**config.mk**
```make
export PLATFORM = sky130hd
export DESIGN_NAME = date_add_signed_days
export DESIGN_NICKNAME = d
export VERILOG_FILES = /design/src/hw/rtl/dasd_pkg.sv /design/src/hw/rtl/dasd_ctrl.sv /design/src/hw/rtl/dasd_dp.sv /design/src/hw/rtl/date_add_signed_days.sv
export VERILOG_INCLUDE_DIRS = /design/src /design/src/hw/rtl
export SDC_FILE = /design/constraint.sdc
export NUM_CORES = 1
export LEC_CHECK = 0
export CAP_MARGIN = 20
export CORE_ASPECT_RATIO = 1.4
export CORE_UTILIZATION = 45
export DETAILED_ROUTE_END_ITERATION = 6
export DONT_BUFFER_PORTS = 1
export PLACE_DENSITY_LB_ADDON = 0.2
export RECOVER_POWER = 50
export REMOVE_ABC_BUFFERS = 1
export SKIP_LAST_GASP = 1
export SYNTH_ARGS = -nofsm -noshare
export SYNTH_HDL_FRONTEND = slang
export SYNTH_SLANG_ARGS = --single-unit
export TNS_END_PERCENT = 30
```
**constraint.sdc**
```tcl
create_clock -name clk -period 14.1 [get_ports clk]
set_clock_uncertainty 0.15 [all_clocks]
set_input_delay 2.115 -clock clk [delete_from_list [all_inputs] [get_ports clk]]
set_output_delay 2.115 -clock clk [all_outputs]
set_load 0.01 [all_outputs]
```
**src/hw/rtl/date_add_signed_days_macros.svh**
```systemverilog
// ----------------------------------------------------------------------------
// date_add_signed_days_macros.svh
// Assertion macros for the date adder. They expand to nothing in synthesis.
// ----------------------------------------------------------------------------
`ifndef DATE_ADD_SIGNED_DAYS_MACROS_SVH
`define DATE_ADD_SIGNED_DAYS_MACROS_SVH

`ifndef SYNTHESIS

// Check a condition at every clock edge outside reset
`define DASD_ASSERT_ALWAYS(lbl, cond, msg) \
	lbl: assert property (@(posedge clk) disable iff (!arst_n) (cond)) \
		else $error(msg);

// Check that a condition holds in the same cycle as its trigger
`define DASD_ASSERT_IMPL(lbl, ante, cons, msg) \
	lbl: assert property (@(posedge clk) disable iff (!arst_n) (ante) |-> (cons)) \
		else $error(msg);

// Check that a condition holds in the cycle after its trigger
`define DASD_ASSERT_NEXT(lbl, ante, cons, msg) \
	lbl: assert property (@(posedge clk) disable iff (!arst_n) (ante) |=> (cons)) \
		else $error(msg);

`else

`define DASD_ASSERT_ALWAYS(lbl, cond, msg)
`define DASD_ASSERT_IMPL(lbl, ante, cons, msg)
`define DASD_ASSERT_NEXT(lbl, ante, cons, msg)

`endif

`endif

```
**src/hw/rtl/dasd_pkg.sv**
```systemverilog
// ----------------------------------------------------------------------------
// dasd_pkg
// Shared widths, calendar constants, controller states and the month length
// function of the date adder.
// ----------------------------------------------------------------------------
package dasd_pkg;

	// Field widths
	localparam int YEAR_W = 14;
	localparam int MON_W  = 4;
	localparam int DAY_W  = 5;
	localparam int OFF_W  = 17;
	localparam int DD_W   = 18;
	localparam int QUO_W  = 8;

	// Calendar limits
	localparam int MAX_OFFSET = 65535;
	localparam logic [YEAR_W-1:0] YEAR_MIN = YEAR_W'(1);
	localparam logic [YEAR_W-1:0] YEAR_MAX = YEAR_W'(9999);
	localparam logic [MON_W-1:0]  MON_JAN  = MON_W'(1);
	localparam logic [MON_W-1:0]  MON_FEB  = MON_W'(2);
	localparam logic [MON_W-1:0]  MON_DEC  = MON_W'(12);
	localparam logic [DAY_W-1:0]  DAY_FIRST = DAY_W'(1);
	localparam logic [DAY_W-1:0]  DAY_LAST  = DAY_W'(31);
	localparam logic signed [DD_W-1:0] OFF_LIM = DD_W'(MAX_OFFSET);

	// Division by 100 as multiply and shift, exact for any 14-bit year
	localparam int DIV100_W     = 13;
	localparam int DIV100_SHIFT = 19;
	localparam logic [DIV100_W-1:0] DIV100_MUL = DIV100_W'(5243);
	localparam int PROD_W = YEAR_W + DIV100_W;

	// Controller states
	typedef enum logic [2:0] {
		ST_IDLE,
		ST_SETTLE,
		ST_CHECK,
		ST_STEP,
		ST_FIN
	} dasd_state_t;

	// Controller to datapath
	typedef struct packed {
		logic load;
		logic check;
		logic step;
		logic publish;
	} dasd_cmd_t;

	// Datapath to controller
	typedef struct packed {
		logic date_ok;
		logic done;
	} dasd_status_t;

	// Length of a month, zero for a month code outside the calendar
	function automatic logic [DAY_W-1:0] days_in(input logic [MON_W-1:0] mon, input logic leap);
		logic [DAY_W-1:0] len;
		len = '0;
		case (mon) inside
			MON_FEB:                                  len = leap ? DAY_W'(29) : DAY_W'(28);
			MON_W'(4), MON_W'(6), MON_W'(9), MON_W'(11): len = DAY_W'(30);
			MON_W'(1), MON_W'(3), MON_W'(5), MON_W'(7),
			MON_W'(8), MON_W'(10), MON_DEC:           len = DAY_LAST;
			default:                                  len = '0;
		endcase
		return len;
	endfunction

endpackage

```
**src/hw/rtl/dasd_ctrl.sv**
```systemverilog
// ----------------------------------------------------------------------------
// dasd_ctrl
// Sequencer of the date adder: takes an input beat, walks the datapath one
// month per cycle and hands the result to the output register.
// ----------------------------------------------------------------------------
module dasd_ctrl import dasd_pkg::*; (
	input  logic         clk,
	input  logic         arst_n,
	input  logic         in_valid,
	output logic         in_stall,
	output logic         out_valid,
	input  logic         out_stall,
	input  dasd_status_t status,
	output dasd_cmd_t    cmd
);

	dasd_state_t state_q, state_d;
	logic        out_valid_q;

	// State and output valid registers
	always_ff @(posedge clk or negedge arst_n) begin
		if (!arst_n) begin
			state_q     <= ST_IDLE;
			out_valid_q <= 1'b0;
		end else begin
			state_q <= state_d;
			if (cmd.publish) begin
				out_valid_q <= 1'b1;
			end else if (!out_stall) begin
				out_valid_q <= 1'b0;
			end
		end
	end

	// Next state and commands
	always_comb begin
		state_d = state_q;
		cmd     = '0;
		case (state_q)
			ST_IDLE: begin
				if (in_valid) begin
					cmd.load = 1'b1;
					state_d  = ST_SETTLE;
				end
			end
			ST_SETTLE: begin
				state_d = ST_CHECK;
			end
			ST_CHECK: begin
				if (status.date_ok) begin
					cmd.check = 1'b1;
					state_d   = ST_STEP;
				end else begin
					state_d = ST_FIN;
				end
			end
			ST_STEP: begin
				if (status.done) begin
					state_d = ST_FIN;
				end else begin
					cmd.step = 1'b1;
				end
			end
			ST_FIN: begin
				if (!out_valid_q || !out_stall) begin
					cmd.publish = 1'b1;
					state_d     = ST_IDLE;
				end
			end
			default: begin
				state_d = ST_IDLE;
			end
		endcase
	end

	assign in_stall  = (state_q != ST_IDLE);
	assign out_valid = out_valid_q;

endmodule

```
**src/hw/rtl/dasd_dp.sv**
```systemverilog
// ----------------------------------------------------------------------------
// dasd_dp
// Datapath of the date adder: working date registers, leap year logic, one
// month of carry or borrow per step, and the output register.
// ----------------------------------------------------------------------------
module dasd_dp import dasd_pkg::*; (
	input  logic                    clk,
	input  logic                    arst_n,
	input  dasd_cmd_t               cmd,
	output dasd_status_t            status,
	input  logic [YEAR_W-1:0]       in_year,
	input  logic [MON_W-1:0]        in_month,
	input  logic [DAY_W-1:0]        in_day,
	input  logic signed [OFF_W-1:0] day_offset,
	output logic [YEAR_W-1:0]       out_year,
	output logic [MON_W-1:0]        out_month,
	output logic [DAY_W-1:0]        out_day,
	output logic                    input_invalid,
	output logic                    year_out_of_range
);

	logic [YEAR_W-1:0]      year_q;
	logic [MON_W-1:0]       month_q;
	logic signed [DD_W-1:0] dd_q;
	logic signed [DD_W-1:0] off_q;
	logic                   inv_q;
	logic                   oor_q;
	logic [QUO_W-1:0]       quo_q;

	logic [PROD_W-1:0]      prod;
	logic [YEAR_W-1:0]      hundred;
	logic                   leap;
	logic [DAY_W-1:0]       len_cur;
	logic [DAY_W-1:0]       len_prev;
	logic signed [DD_W-1:0] len_cur_x;
	logic signed [DD_W-1:0] len_prev_x;
	logic signed [DD_W-1:0] off_x;
	logic signed [DD_W-1:0] off_sat;
	logic                   neg;

	// Year divided by 100, registered; ST_SETTLE lets the quotient catch up with a newly loaded year
	assign prod = PROD_W'(year_q) * PROD_W'(DIV100_MUL);

	always_ff @(posedge clk) begin
		quo_q <= prod[DIV100_SHIFT +: QUO_W];
	end

	// Leap rule: divisible by 4, and not a century unless divisible by 400
	assign hundred = YEAR_W'({quo_q, 6'b0}) + YEAR_W'({quo_q, 5'b0}) + YEAR_W'({quo_q, 2'b0});
	assign leap    = (year_q[1:0] == 2'b00) && ((hundred != year_q) || (quo_q[1:0] == 2'b00));

	// Month lengths of the current and the previous month
	assign len_cur    = days_in(month_q, leap);
	assign len_prev   = days_in(month_q - MON_W'(1), leap);
	assign len_cur_x  = $signed({{(DD_W-DAY_W){1'b0}}, len_cur});
	assign len_prev_x = $signed({{(DD_W-DAY_W){1'b0}}, len_prev});
	assign neg        = off_q[DD_W-1];

	// Clamp the offset magnitude
	assign off_x = {day_offset[OFF_W-1], day_offset};
	always_comb begin
		off_sat = off_x;
		if (off_x > OFF_LIM) begin
			off_sat = OFF_LIM;
		end else if (off_x < -OFF_LIM) begin
			off_sat = -OFF_LIM;
		end
	end

	// Status to the controller
	assign status.date_ok = (year_q >= YEAR_MIN) && (year_q <= YEAR_MAX) &&
	                        (dd_q[DAY_W-1:0] != '0) && (dd_q[DAY_W-1:0] <= len_cur);
	assign status.done    = oor_q || (neg ? (dd_q > 0) : (dd_q <= len_cur_x));

	// Working date: load, apply offset, then carry or borrow a month per step
	always_ff @(posedge clk or negedge arst_n) begin
		if (!arst_n) begin
			inv_q <= 1'b0;
			oor_q <= 1'b0;
		end else begin
			if (cmd.load) begin
				inv_q <= 1'b1;
				oor_q <= 1'b0;
			end else if (cmd.check) begin
				inv_q <= 1'b0;
			end else if (cmd.step) begin
				if (!neg && month_q == MON_DEC && year_q == YEAR_MAX) begin
					oor_q <= 1'b1;
				end else if (neg && month_q == MON_JAN && year_q == YEAR_MIN) begin
					oor_q <= 1'b1;
				end
			end
		end
	end

	always_ff @(posedge clk) begin
		if (cmd.load) begin
			year_q  <= in_year;
			month_q <= in_month;
			dd_q    <= $signed({{(DD_W-DAY_W){1'b0}}, in_day});
			off_q   <= off_sat;
		end else if (cmd.check) begin
			dd_q <= dd_q + off_q;
		end else if (cmd.step) begin
			if (!neg) begin
				// Carry forward past the end of the month
				if (month_q == MON_DEC) begin
					if (year_q == YEAR_MAX) begin
						dd_q <= $signed({{(DD_W-DAY_W){1'b0}}, DAY_LAST});
					end else begin
						month_q <= MON_JAN;
						year_q  <= year_q + YEAR_W'(1);
						dd_q    <= dd_q - len_cur_x;
					end
				end else begin
					month_q <= month_q + MON_W'(1);
					dd_q    <= dd_q - len_cur_x;
				end
			end else begin
				// Borrow back from the previous month
				if (month_q == MON_JAN) begin
					if (year_q == YEAR_MIN) begin
						dd_q <= $signed({{(DD_W-DAY_W){1'b0}}, DAY_FIRST});
					end else begin
						month_q <= MON_DEC;
						year_q  <= year_q - YEAR_W'(1);
						dd_q    <= dd_q + $signed({{(DD_W-DAY_W){1'b0}}, DAY_LAST});
					end
				end else begin
					month_q <= month_q - MON_W'(1);
					dd_q    <= dd_q + len_prev_x;
				end
			end
		end
	end

	// Output register
	always_ff @(posedge clk) begin
		if (cmd.publish) begin
			out_year          <= year_q;
			out_month         <= month_q;
			out_day           <= dd_q[DAY_W-1:0];
			input_invalid     <= inv_q;
			year_out_of_range <= oor_q;
		end
	end

endmodule

```
**src/hw/rtl/date_add_signed_days.sv**
```systemverilog
// ----------------------------------------------------------------------------
// date_add_signed_days
// Adds a signed day offset to a Gregorian calendar date.
// ----------------------------------------------------------------------------
// Input channel: in_valid/in_stall carry a beat of in_year, in_month, in_day
// and day_offset. Output channel: out_valid/out_stall carry a beat of
// out_year, out_month, out_day, input_invalid and year_out_of_range.
// One input beat gives exactly one output beat.
// A beat is loaded in ST_IDLE and goes through ST_SETTLE, ST_CHECK, ST_STEP
// and ST_FIN, with one month boundary crossed per step; the single month
// stepper in the datapath sets the time taken, and one item is worked on
// at a time. An invalid start date skips ST_STEP and is returned unchanged
// with input_invalid set; a result past year 9999 or before year 1 saturates
// and sets year_out_of_range. A new beat is taken only in ST_IDLE, which
// the controller enters as the result is written to the output register.
// While a result waits under out_stall a new beat is still taken; a finished
// item then waits in the controller until the output register is free.
// Reset clears the controller and the output valid; no result is pending.
// ----------------------------------------------------------------------------
`include "date_add_signed_days_macros.svh"

module date_add_signed_days import dasd_pkg::*; (
	input  logic                    clk,
	input  logic                    arst_n,
	input  logic                    in_valid,
	output logic                    in_stall,
	input  logic [YEAR_W-1:0]       in_year,
	input  logic [MON_W-1:0]        in_month,
	input  logic [DAY_W-1:0]        in_day,
	input  logic signed [OFF_W-1:0] day_offset,
	output logic                    out_valid,
	input  logic                    out_stall,
	output logic [YEAR_W-1:0]       out_year,
	output logic [MON_W-1:0]        out_month,
	output logic [DAY_W-1:0]        out_day,
	output logic                    input_invalid,
	output logic                    year_out_of_range
);

	dasd_cmd_t    cmd;
	dasd_status_t status;

	// Sequencer
	dasd_ctrl u_ctrl (
		.clk       (clk),
		.arst_n    (arst_n),
		.in_valid  (in_valid),
		.in_stall  (in_stall),
		.out_valid (out_valid),
		.out_stall (out_stall),
		.status    (status),
		.cmd       (cmd)
	);

	// Date registers and month stepper
	dasd_dp u_dp (
		.clk               (clk),
		.arst_n            (arst_n),
		.cmd               (cmd),
		.status            (status),
		.in_year           (in_year),
		.in_month          (in_month),
		.in_day            (in_day),
		.day_offset        (day_offset),
		.out_year          (out_year),
		.out_month         (out_month),
		.out_day           (out_day),
		.input_invalid     (input_invalid),
		.year_out_of_range (year_out_of_range)
	);

	// Block is busy after taking a beat
	`DASD_ASSERT_NEXT(a_busy_after_beat, in_valid && !in_stall, in_stall, "no stall after input beat")

	// An invalid date never reports a saturated year
	`DASD_ASSERT_IMPL(a_flags_exclusive, out_valid, !(input_invalid && year_out_of_range), "both flags set")

	// A valid result is a proper calendar date
	`DASD_ASSERT_IMPL(a_result_date, out_valid && !input_invalid, (out_month >= MON_JAN) && (out_month <= MON_DEC) && (out_day != '0) && (out_year >= YEAR_MIN) && (out_year <= YEAR_MAX), "result date out of range")

endmodule

```
**Word-level counts from Yosys, hierarchy flattened**

Cells that the tools add are included.

- RAM bits: 0
- Memories: 0
- Bits in read-only memories: 0
- Bits in latches: 0
- Bits in registers: 93
- Input port bits: 44

- Bitwise logic cells: 0
- Shift operators: 0
- Reductions and logical operators: 34
- Eq/ne operators: 41
- Muxes and demuxes: 55
- Add/subtract/negate cells: 10
- Divide/modulo/power cells: 0
- $mul: 1
- Magnitude comparators: 7

Operators with widths:

| cell | number |
|---|---|
| $mux W18 | 8 |
| $mux W14 | 8 |
| $eq A4 B4 Y1 const B | 10 |
| $mux W5 | 7 |
| $eq A4 B3 Y1 const B | 8 |
| $mux W4 | 8 |
| $mul A14 B13 Y27 const B | 1 |
| $mux W1 | 19 |
| $add A18 B18 Y18 | 1 |
| $add A18 B6 Y18 | 1 |
| $add A18 B6 Y18 const B | 1 |
| $gt A18 B1 Y1 const B | 1 |
| $le A18 B6 Y1 | 1 |
| $sub A18 B6 Y18 | 1 |
| $gt A17 B17 Y1 const B | 1 |
| $lt A17 B17 Y1 const B | 1 |
| $eq A4 B2 Y1 const B | 4 |
| $pmux W3 S5 | 1 |
| $add A14 B1 Y14 const B | 1 |
| $add A14 B10 Y14 | 1 |
| $add A14 B13 Y14 | 1 |
| $eq A14 B1 Y1 const B | 1 |
| $eq A14 B14 Y1 const B | 1 |
| $ge A14 B1 Y1 const B | 1 |
| other kinds (31) | 60 |

**Logic depth before layout (Yosys ltp)**

Gate-level depths: netlist of the first run.

- Depth after elaboration: 15
- Mapped depth: 24
- Gate-level depth less buffers: 23

**By module**

Synthesis of the first run repeated with hierarchy kept, for this count alone.

- Cell total of the unflattened synthesis: 1160
- Area, all modules: 10774.1 sq um

By module, submodules not included:

| module | instances | cells an instance | area an instance (sq um) |
|---|---|---|---|
| dasd_dp | 1 | 1131 | 10521.3 |
| dasd_ctrl | 1 | 29 | 252.7 |

**Worst setup path after synthesis of the first run**

OpenSTA, ideal clock, no wires.

- Kind: register to register
- Start: register u_dp.quo_q[1]
- End: register u_dp.year_q[0] (enable)
- Period minus slack after synthesis: 5528 ps
- Path buffers: 1
- Data arrival time: 5018 ps
- Cell stages (with the launch flop): 25
- Library setup time: 361 ps
- Setup slack: 8572 ps
- Cell sequence: dfxtp_1 -> inv_1 -> fa_1 -> inv_1 -> ha_1 -> inv_1 -> fa_1 -> xnor2_1 -> nor4_1 -> nand3_1 -> nor4bb_1 -> o31ai_1 -> o311ai_0 -> a21oi_1 -> ha_1 -> inv_1 -> fa_1 -> a211o_1 -> a21oi_1 -> o21ai_0 -> a21oi_1 -> a2111oi_4 -> buf_6 -> nand2_1 -> nand2_1

- Word-level cells in the longest chain between the ends: 14

Ends and longest elaborated chain:

| what | line | RTL |
|---|---|---|
| from (decl) | dasd_dp.sv:28 | `logic [QUO_W-1:0] quo_q;` |
| from (signal assigned) | dasd_dp.sv:45 | `quo_q <= prod[DIV100_SHIFT +: QUO_W];` |
| $add A14 B13 Y14 | dasd_dp.sv:49 | `assign hundred = YEAR_W'({quo_q, 6'b0}) + YEAR_W'({quo_q, 5'b0}) + YEAR_W'({quo_q, 2'b0});` |
| $add A14 B10 Y14 | dasd_dp.sv:49 |  |
| $ne A14 B14 Y1 | dasd_dp.sv:50 | `assign leap = (year_q[1:0] == 2'b00) && ((hundred != year_q) \|\| (quo_q[1:0] == 2'b00));` |
| $logic_or A1 B1 Y1 (*) | dasd_dp.sv:50 |  |
| $logic_and A1 B1 Y1 (*) | dasd_dp.sv:50 |  |
| $mux W1 (*) | dasd_pkg.sv:61 | `MON_FEB: len = leap ? DAY_W'(29) : DAY_W'(28);` |
| $mux W5 (*) | dasd_pkg.sv:60 | `case (mon) inside` |
| $le A18 B6 Y1 | dasd_dp.sv:73 | `assign status.done = oor_q \|\| (neg ? (dd_q > 0) : (dd_q <= len_cur_x));` |
| $mux W1 | dasd_dp.sv:73 |  |
| $logic_or A1 B1 Y1 | dasd_dp.sv:73 |  |
| $mux W1 | dasd_ctrl.sv:58 | `if (status.done) begin` |
| $mux W1 | dasd_ctrl.sv:39 | `case (state_q)` |
| $reduce_bool A2 Y1 (no line) | n/a |  |
| $reduce_and A6 Y1 (no line) (*) | n/a |  |
| to (signal assigned) | dasd_dp.sv:98 | `year_q <= in_year;` |
| to (signal assigned) | dasd_dp.sv:112 | `year_q <= year_q + YEAR_W'(1);` |
| to (signal assigned) | dasd_dp.sv:126 | `year_q <= year_q - YEAR_W'(1);` |
| to (decl) | dasd_dp.sv:22 | `logic [YEAR_W-1:0] year_q;` |

Every way passes the cells marked *; elsewhere a longest branch is shown, timed or not.
A chain may end at the register's enable or synchronous reset.

**Worst setup path in the final report of the first run**

- Start: register u_dp.quo_q[0]
- End: register u_dp.year_q[5] (enable)

The elaborated chain is that of the path after synthesis.

==> impl_metrics.yaml, run 1 <==
worst_setup_path:
  worst-setup-path-type: "register to register"
  timing.critical_path.mode_cell: "sky130_fd_sc_hd__inv_1"
  critPathCaptureType: "register"
  worst-path-max-fanout: 18
  worst_ep_arrival_time_ns: 5.96
  required_ns: 13.96
  worstPathCellList: "inv_1 > fa_1 > inv_1 > ha_1 > inv_1 > fa_1 > xnor2_1 > nor4_1 > nand3_1 > nor4bb_1 > o31ai_1 > o311ai_0 > a21oi_1 > ha_1 > inv_1 > fa_1 > a211o_1 > a21oi_1 > o21ai_0 > a21oi_1 > a2111oi_4 > buf_4 > nand2_1 > nand2_1"
  cp_slowest_stage_delay_ns: 0.53
  critical-path-slowest-cell: "sky130_fd_sc_hd__fa_1"
  worst_setup_start_kind: "register"
logic_synthesis:
  syn-cell-area_mm2: 0.01089
  seq_area_frac_synth_pct: 23.17
  post_synth.cell_area_avg_um2: 9.314
  synth_top_flop_cell: "sky130_fd_sc_hd__edfxtp_1"
  yosys_register_bits: 92
  synth-edff-count: 65
  synth_cell_type_count: 86
  netlist_top_cells_area: "sky130_fd_sc_hd__ha_1 20%, sky130_fd_sc_hd__edfxtp_1 18%, sky130_fd_sc_hd__fa_1 13%, sky130_fd_sc_hd__inv_1 5.1%, sky130_fd_sc_hd__dfxtp_1 3.9%"
  warnings_from_yosys: 0
  cell_type_with_the_largest_total_area_after_synthesis: "sky130_fd_sc_hd__ha_1"
  synthCells: 1169
  postSynth.asyncResetShare_pct: 6.522
  synth_commonest_cells: "174 x sky130_fd_sc_hd__ha_1, 147 x sky130_fd_sc_hd__inv_1, 82 x sky130_fd_sc_hd__nand2_1"
  netlist.area_leader.share_pct: 20.00
  post-synth-top-count-cell: "sky130_fd_sc_hd__ha_1"
grt:
  maximum_number_of_pins_on_one_net_before_global_route_repair: 56
  wire_length_of_the_first_global_routing_pass_um: 46530
  first_global_vias: 8843
  overflow: 0
  globalRouteTotalUtil_pct: 24.66
  antenna_found_initial: 0
die:
  chipHeight_um: 186.0
  row_count: 67
  die_area_mm2: 0.02483
  initial_core_utilization_pct: 45.73
  core-area_mm2: 0.02381
  die_x_um: 133.5
  num_ports: 71
job:
  cap_violations: 2
sta:
  layout_min_cycle_time_ns: 6.106
  setup_violations: 0
  fmax_mhz: 163.8
  rsz0062_at_grt: "no"
  totalNegativeSetupSlack_ns: 0
  tightest_slew_ns: 2.786
  hold_viol: 0
  drv_slew: 82
  share_of_the_clock_period_used_by_the_worst_path_after_layout_pct: 43.31
  maxSlewHeadroom_pct: -85.76
cts:
  cts.sink_count: 92
  cts-root-to-sink-buffers: 2
  tritoncts: "built"
  clkTransAtPathRegs_ns: 0.07
  htreeDepth: 3
  ctsHoldBuffers: 0
  cts_setup_buffers: 0
  post_cts_resized: 0
  numCtsBuffers: 9
  worstSkewPairLatency_ns: 0.37
  clock-root-buffer: "sky130_fd_sc_hd__clkbuf_16"
routing:
  drt-vias-per-instance: 5.830
  initialDrtViolationCount: 397
  detail_route.wirelength_um: 29080
  drt_pre_antenna_iters: 5
  drcViolationCount: 0
  route.detailed.wl_per_inst_um: 19.88
  route.vias.total: 8530
  route.antenna.remaining_nets: 0
placement:
  globalplace.congestion: 0.9188
  post-place-cells: 1447
  detailed_place.area_mm2: 0.01120
  port_buffers: 0
  dp_hpwl_um: 23230
cells_and_area:
  post_layout_nonfiller_instances: 1463
  layout.nets: 1437
  postLayoutCellArea_mm2: 0.01151
  layout-area-overhead-vs-synth_pct: 5.722
  antenna_cells: 0
  post_route_cells_drive_above_1_share_pct: 3.903
outcome:
  failed_checks: "capacitance limit, slew limit"
  run_status: "finished, violations left"
hold_path:
  min-delay-path-class: "register to register"
stage by stage:
step | hold WS, ns | setup slack [ns] | util, %
floorplan | 0.2748 | 8.437 | -
finish | 0.3013 | 7.994 | 48.35
global route | 0.3189 | 7.521 | 48.35
detailed placement | 0.2841 | 8.004 | 47.03
global placement | 0.2912 | 8.143 | 47.03
CTS | 0.2997 | 7.953 | 48.41
flip-flops by register name, summed over array words and instances (netlist names), 3 cells and up:
signal          count
u_dp.year_q        14
u_dp.month_q        4
u_dp.off_q         17
u_dp.out_day        5
u_dp.out_month      4
u_dp.quo_q          8
u_dp.dd_q          18
u_dp.out_year      14
u_ctrl.state_q      3
final cells by class:
| type | count | area (µm²) |
|---|---|---|
| Fill cell | 2334 | 12300 |
| Multi-Input combinational cell | 888 | 7659 |
| Sequential cell | 92 | 2522 |
| Inverter | 148 | 555.5 |
| Tap cell | 310 | 387.9 |
| Clock buffer | 9 | 225.2 |
| Clock inverter | 7 | 105.1 |
| Timing Repair Buffer | 9 | 56.30 |
cells in the final DEF (no fill, tap or decap), types with 7 or more instances in the layout:
cell type	netlist	final
sky130_fd_sc_hd__a211oi_1	16	16
sky130_fd_sc_hd__a21o_1	19	19
sky130_fd_sc_hd__a21oi_1	56	56
sky130_fd_sc_hd__a221oi_1	7	7
sky130_fd_sc_hd__a31oi_1	10	10
sky130_fd_sc_hd__and3_1	9	9
sky130_fd_sc_hd__clkbuf_16	0	9
sky130_fd_sc_hd__dfxtp_1	21	21
sky130_fd_sc_hd__edfxtp_1	65	65
sky130_fd_sc_hd__fa_1	71	71
sky130_fd_sc_hd__ha_1	174	174
sky130_fd_sc_hd__inv_1	147	146
sky130_fd_sc_hd__nand2_1	82	82
sky130_fd_sc_hd__nand2b_1	9	9
sky130_fd_sc_hd__nand3_1	21	21
sky130_fd_sc_hd__nand4_1	10	10
sky130_fd_sc_hd__nor2_1	52	52
sky130_fd_sc_hd__nor2b_1	19	19
sky130_fd_sc_hd__nor3_1	38	38
sky130_fd_sc_hd__nor4_1	7	7
sky130_fd_sc_hd__o211ai_1	12	12
sky130_fd_sc_hd__o21a_1	7	7
sky130_fd_sc_hd__o21ai_0	69	69
sky130_fd_sc_hd__o221ai_1	8	8
sky130_fd_sc_hd__o22ai_1	10	10
sky130_fd_sc_hd__or3_1	7	7
sky130_fd_sc_hd__xnor2_1	41	41
sky130_fd_sc_hd__xor2_1	19	19
cells by family after synthesis:
group	synth area share, %
AND/OR/NAND/NOR	13.86
multiplexers	0.4712
buffers and inverters	6.665
AO/OA/AOI/OAI	17.96
adder cells (fa/ha/maj)	33.05
XOR/XNOR	4.826
flip-flops	23.17
worst max-delay path: cells and delay by family, from the launching register on:
kind                       cells  cell delay [ns]
AOI/OAI and AO/OA              8             1.59
xor gates and xnor gates       1             0.14
adders and majority gates      5             1.60
buffers and inverters          5             0.58
DFF                            1             0.37
and+or+nand+nor                5             1.31
final timing paths:
kind / startpoint / endpoint / slack [ns] / depth (start not counted)
worst min-delay path: u_dp.inv_q$_DFFE_PN0P_ / u_dp.input_invalid$_DFFE_PP_ / 0.30 / 0
max in group asynchronous: arst_n / u_dp.inv_q$_DFFE_PN0P_ / 12.44 / 0
worst max-delay path: u_dp.quo_q[0]$_DFF_P_ / u_dp.year_q[5]$_DFFE_PP_ / 7.99 / 24
min in group asynchronous: arst_n / u_dp.oor_q$_DFFE_PN0P_ / 1.29 / 0
worst min register to register: u_dp.inv_q$_DFFE_PN0P_ / u_dp.input_invalid$_DFFE_PP_ / 0.30 / 0
worst max register to register: u_dp.quo_q[0]$_DFF_P_ / u_dp.year_q[5]$_DFFE_PP_ / 7.99 / 24
routing by layer:
metal / vias up / track usage (%) / part of all wire [%]
met5: - / 0 / 0
met4: 0 / 11.82 / 4.2
met3: 57 / 3.431 / 2.4
met2: 146 / 48.48 / 56
met1: 4185 / 25.31 / 37
li1: 4142 / - / -
Power of run 1 is not shown: default switching activity piles up to over one toggle a cycle in this logic, so the estimate is an artifact.
==> run 2, diff against run 1 <==
clock period = 5.53 ns   (was 14.1 ns; I/O delays follow)
==> impl_metrics.yaml, run 2 (same netlist as run 1, synthesis figures left out) <==
cts:
  tritoncts: "built"
  htreeDepth: 3
  clock-root-buffer: "sky130_fd_sc_hd__clkbuf_16"
  worstSkewPairLatency_ns: 0.37
  cts.sink_count: 92
  cts-root-to-sink-buffers: 2
  clkTransAtPathRegs_ns: 0.07
  numCtsBuffers: 9
routing:
  route.vias.total: 8832
  initialDrtViolationCount: 599
  drcViolationCount: 0
  route.antenna.remaining_nets: 0
  drt-vias-per-instance: 5.849
  drt_pre_antenna_iters: 5
  detail_route.wirelength_um: 30010
  route.detailed.wl_per_inst_um: 19.87
die:
  die_area_mm2: 0.02483
  initial_core_utilization_pct: 45.73
  num_ports: 71
  row_count: 67
  core-area_mm2: 0.02381
  die_x_um: 133.5
  chipHeight_um: 186.0
cells_and_area:
  final_util_pct: 49.86
  layout-area-overhead-vs-synth_pct: 9.021
  final_cell_mix: "173 x sky130_fd_sc_hd__ha_1, 146 x sky130_fd_sc_hd__inv_1, 82 x sky130_fd_sc_hd__nand2_1"
  registers.top_by_ff_count: "u_dp.dd_q"
  largest_register_ffs: 18
  layout.nets: 1483
  post_route_cells_drive_above_1_share_pct: 8.007
  postLayoutCellArea_mm2: 0.01187
  num-fill-cells: 2315
  biggestRegsByFlops: "u_dp.dd_q (18), u_dp.off_q (17)"
  post_layout_nonfiller_instances: 1510
  layout.cells.most_common: "sky130_fd_sc_hd__ha_1"
worst_setup_path:
  worst-path-max-fanout: 6
  timing.critical_path.from: "u_dp.year_q[11]$_DFFE_PP_"
  cp_slowest_stage_delay_ns: 0.53
  worstPathCellList: "clkbuf_1 > ha_1 > ha_1 > inv_1 > fa_1 > inv_1 > fa_1 > fa_1 > ha_1 > and4_1 > and3_1 > o2111ai_1 > buf_4 > a21oi_1 > o2111ai_1 > a211o_1 > o311ai_0"
  critical_path.reg2reg.startpoint: "u_dp.year_q[11]$_DFFE_PP_"
  worst_setup_start_kind: "register"
  rrSetupSlack_ns: 0.19
  r2r_cells: 17
  critPathCaptureType: "register"
  critical-path-slowest-cell: "sky130_fd_sc_hd__fa_1"
  rr_endpoint: "u_dp.quo_q[6]$_DFF_P_"
  required_ns: 5.64
  worst_ep_arrival_time_ns: 5.46
  worst-setup-path-type: "register to register"
placement:
  globalplace.congestion: 0.9098
  place_ws_ns: -0.006870
  detailed_place.area_mm2: 0.01152
  post-place-cells: 1489
  port_buffers: 0
  dp_hpwl_um: 24320
sta:
  setup_violations: 0
  tightest_slew_ns: 1.052
  share_of_the_clock_period_used_by_the_worst_path_after_layout_pct: 96.63
  fmax_mhz: 187.1
  maxSlewHeadroom_pct: 29.48
  postLayoutSetupSlackWorst_ns: 0.1865
  layout_min_cycle_time_ns: 5.343
  drv_slew: 0
  rsz0062_at_grt: "yes"
  hold_viol: 0
grt:
  globalRouteTotalUtil_pct: 25.43
  maximum_number_of_pins_on_one_net_before_global_route_repair: 56
  wire_length_of_the_first_global_routing_pass_um: 47870
  antenna_found_initial: 0
  first_global_vias: 9136
  overflow: 0
hold_path:
  worst_hold_path.num_cells: 0
  whs_endpoint: "u_dp.input_invalid$_DFFE_PP_"
  min-delay-path-class: "register to register"
  hp-start: "u_dp.inv_q$_DFFE_PN0P_"
outcome:
  run_status: "completed"
job:
  cap_violations: 0
[run 2: how the worst max path moves through the flow]
stage / endpoint / cells past startpoint
finish: u_dp.quo_q[6]$_DFF_P_ / 17
global route: u_dp.dd_q[7]$_SDFFE_PP0P_ / 24
CTS: u_dp.dd_q[7]$_SDFFE_PP0P_ / 24
detailed placement: u_dp.dd_q[7]$_SDFFE_PP0P_ / 24
global placement: u_dp.quo_q[6]$_DFF_P_ / 16
floorplan: u_dp.year_q[0]$_DFFE_PP_ / 23
[run 2: critical path: cells and delay by family, from the launching register on]
family	cells	cell delay [ns]
buffers and inverters	4	0.75
AOI/OAI and AO/OA	5	1.00
DFF	1	0.49
and+or+nand+nor	2	0.40
adders and majority gates	6	2.43
[run 2: repair_timing]
item                       in CTS  in global routing
hold endpoints to repair        6                  0
gates resized for setup         1                 13
setup endpoints to repair       3                 39
hold buffers                    1                  0
pin swaps                       1                  6
gates cloned                    0                  0
buffers inserted                1                  2
[run 2: per-layer routing]
metal	track usage, %	up-vias	wire [µm]
li1	-	4237	-
met3	3.050	82	744
met2	49.98	170	16640
met1	25.53	4343	11050
met4	14.59	0	1564
met5	0	-	0
[run 2: per-stage QoR]
stage	TNS, ns	hold WS (ns)
2_1_floorplan	-1.868	0.2748
3_3_place_gp	0	0.3065
3_5_place_dp	-0.006870	0.3025
4_1_cts	0	0.3180
5_1_grt	-0.09633	0.3319
6_report	0	0.3175
[run 2: layout make-up]
cell class / count / area, µm² / share of cell area, %
clock buffer: 9 / 225.2 / 1.897
multi-input combinational: 888 / 7704 / 64.90
antenna: 1 / 2.502 / 0.02108
clock inverter: 7 / 63.81 / 0.5376
tap: 310 / 387.9 / 3.268
sequential: 92 / 2522 / 21.25
inverter: 148 / 555.5 / 4.680
timing repair buffer: 55 / 409.1 / 3.447
Power of run 2 is left out for the same reason.
==> run 3, diff against run 2 <==
clock period = 4.7 ns   (was 5.53 ns; I/O delays follow)
==> impl_metrics.yaml, run 3 (same netlist as run 1, synthesis figures left out) <==
cts:
  clock-root-buffer: "sky130_fd_sc_hd__clkbuf_16"
  cts-root-to-sink-buffers: 2
  worstSkewPairLatency_ns: 0.36
  clkTransAtPathRegs_ns: 0.08
  cts.sink_count: 92
  htreeDepth: 3
  numCtsBuffers: 9
  tritoncts: "built"
routing:
  initialDrtViolationCount: 506
  drt-vias-per-instance: 5.742
  drcViolationCount: 0
  detail_route.wirelength_um: 31740
  route.antenna.remaining_nets: 0
  drt_pre_antenna_iters: 6
  route.detailed.wl_per_inst_um: 19.74
  route.vias.total: 9233
grt:
  first_global_vias: 9621
  overflow: 0
  maximum_number_of_pins_on_one_net_before_global_route_repair: 33
  globalRouteTotalUtil_pct: 26.59
  antenna_found_initial: 0
  wire_length_of_the_first_global_routing_pass_um: 50000
placement:
  globalplace.congestion: 0.9302
  post-place-cells: 1569
  port_buffers: 0
  dp_hpwl_um: 25440
die:
  initial_core_utilization_pct: 45.73
  core-area_mm2: 0.02381
  die_x_um: 133.5
  die_area_mm2: 0.02483
  chipHeight_um: 186.0
  num_ports: 71
  row_count: 67
sta:
  share_of_the_clock_period_used_by_the_worst_path_after_layout_pct: 110.5
  layout_min_cycle_time_ns: 5.194
  maxSlewHeadroom_pct: -8.722
  rsz0062_at_grt: "yes"
  postLayoutSetupSlackWorst_ns: -0.4937
  setup_violations: 53
  tightest_slew_ns: 1.631
  fmax_mhz: 192.5
  hold_viol: 0
  drv_slew: 26
cells_and_area:
  post_layout_nonfiller_instances: 1608
  largest_register_ffs: 18
  layout.cells.most_common: "sky130_fd_sc_hd__ha_1"
  layout-area-overhead-vs-synth_pct: 17.70
  layout.nets: 1581
  post_route_cells_drive_above_1_share_pct: 16.96
  registers.top_by_ff_count: "u_dp.dd_q"
  final_cell_mix: "170 x sky130_fd_sc_hd__ha_1, 142 x sky130_fd_sc_hd__inv_1, 128 x sky130_fd_sc_hd__buf_4"
  biggestRegsByFlops: "u_dp.dd_q (18), u_dp.off_q (17)"
worst_setup_path:
  worst_setup_start_kind: "register"
  worst_ep_arrival_time_ns: 5.30
  worst-setup-path-type: "register to register"
  worst-path-max-fanout: 7
  critPathCaptureType: "register"
  required_ns: 4.80
job:
  cap_violations: 1
hold_path:
  min-delay-path-class: "register to register"
outcome:
  run_status: "finished, violations left"
  failed_checks: "capacitance limit, slew limit, setup timing"
==> run 3: changes by cell type in the layout (fill, tap and decap cells not counted), sizes merged <==
| cell | delta |
|---|---|
| buf | +89 |
| clkbuf | +9 |
| clkinv | +1 |
| inv | -1 |
==> run 3: timing repair <==
item                                    CTS  global route
gates cloned                              1             1
hold buffers                              1             0
pin swaps                                20            17
hold endpoints to repair                  6             0
setup buffers                            15             4
endpoints found under the setup margin   54            54
gates resized for setup                  37            26
==> run 3: final cells by class <==
type	instances	area, µm²
clock buffers	9	225.2
fillers	2272	10990
flip-flops and latches	92	2525
diodes	1	2.502
repair buffers	153	1187
multi-input cells	888	7865
inverters	148	555.5
well taps	310	387.9
clock inverters	7	66.31
==> run 3: layer usage <==
| layer | GRT usage [%] | part of all wire, % | vias up |
|---|---|---|---|
| met3 | 3.023 | 2.8 | 97 |
| met2 | 53.19 | 56 | 217 |
| met5 | 0 | 0 | - |
| li1 | - | - | 4443 |
| met4 | 15.36 | 5.6 | 0 |
| met1 | 25.98 | 35 | 4476 |
==> run 3: worst max-delay path, stage by stage (launching register included) <==
cell                        delay, ns
sky130_fd_sc_hd__edfxtp_1        0.33
sky130_fd_sc_hd__clkbuf_1        0.45
sky130_fd_sc_hd__ha_1            0.34
sky130_fd_sc_hd__inv_1           0.13
sky130_fd_sc_hd__fa_1            0.47
sky130_fd_sc_hd__fa_1            0.52
sky130_fd_sc_hd__inv_1           0.04
sky130_fd_sc_hd__ha_1            0.26
sky130_fd_sc_hd__inv_1           0.05
sky130_fd_sc_hd__fa_1            0.54
sky130_fd_sc_hd__inv_1           0.05
sky130_fd_sc_hd__ha_1            0.22
sky130_fd_sc_hd__nor4_1          0.27
sky130_fd_sc_hd__o211ai_1        0.23
sky130_fd_sc_hd__o2111ai_2       0.19
sky130_fd_sc_hd__a21oi_1         0.17
sky130_fd_sc_hd__o2111ai_2       0.27
sky130_fd_sc_hd__nand2_1         0.13
sky130_fd_sc_hd__buf_4           0.15
sky130_fd_sc_hd__xnor2_1         0.11
==> run 3: worst paths after layout <==
check / from / end / slack [ns] / depth (start not counted)
max: u_dp.year_q[5]$_DFFE_PP_ / u_dp.quo_q[5]$_DFF_P_ / -0.49 / 19
min: u_dp.inv_q$_DFFE_PN0P_ / u_dp.input_invalid$_DFFE_PP_ / 0.30 / 0
max reg2reg: u_dp.year_q[5]$_DFFE_PP_ / u_dp.quo_q[5]$_DFF_P_ / -0.49 / 19
min reg2reg: u_dp.inv_q$_DFFE_PN0P_ / u_dp.input_invalid$_DFFE_PP_ / 0.30 / 0
max in group asynchronous: arst_n / u_dp.inv_q$_DFFE_PN0P_ / 3.68 / 1
min in group asynchronous: arst_n / u_ctrl.state_q[1]$_DFFE_PN0P_ / 0.50 / 1
==> run 3: stage by stage <==
stage / setup WS, ns / hold WS, ns / TNS (ns) / instance area, µm² / util [%]
2_1_floorplan: -0.9635 / 0.2594 / -30.26 / 10720 / -
3_3_place_gp: -0.5674 / 0.2597 / -23.00 / 12150 / 51.03
3_5_place_dp: -0.7111 / 0.2597 / -27.54 / 12150 / 51.03
4_1_cts: -0.3740 / 0.3027 / -14.87 / 12690 / 53.29
5_1_grt: -0.7324 / 0.3193 / -29.57 / 12810 / 53.82
6_report: -0.4937 / 0.3012 / -12.60 / 12810 / 53.83
Power of run 3 is left out for the same reason.
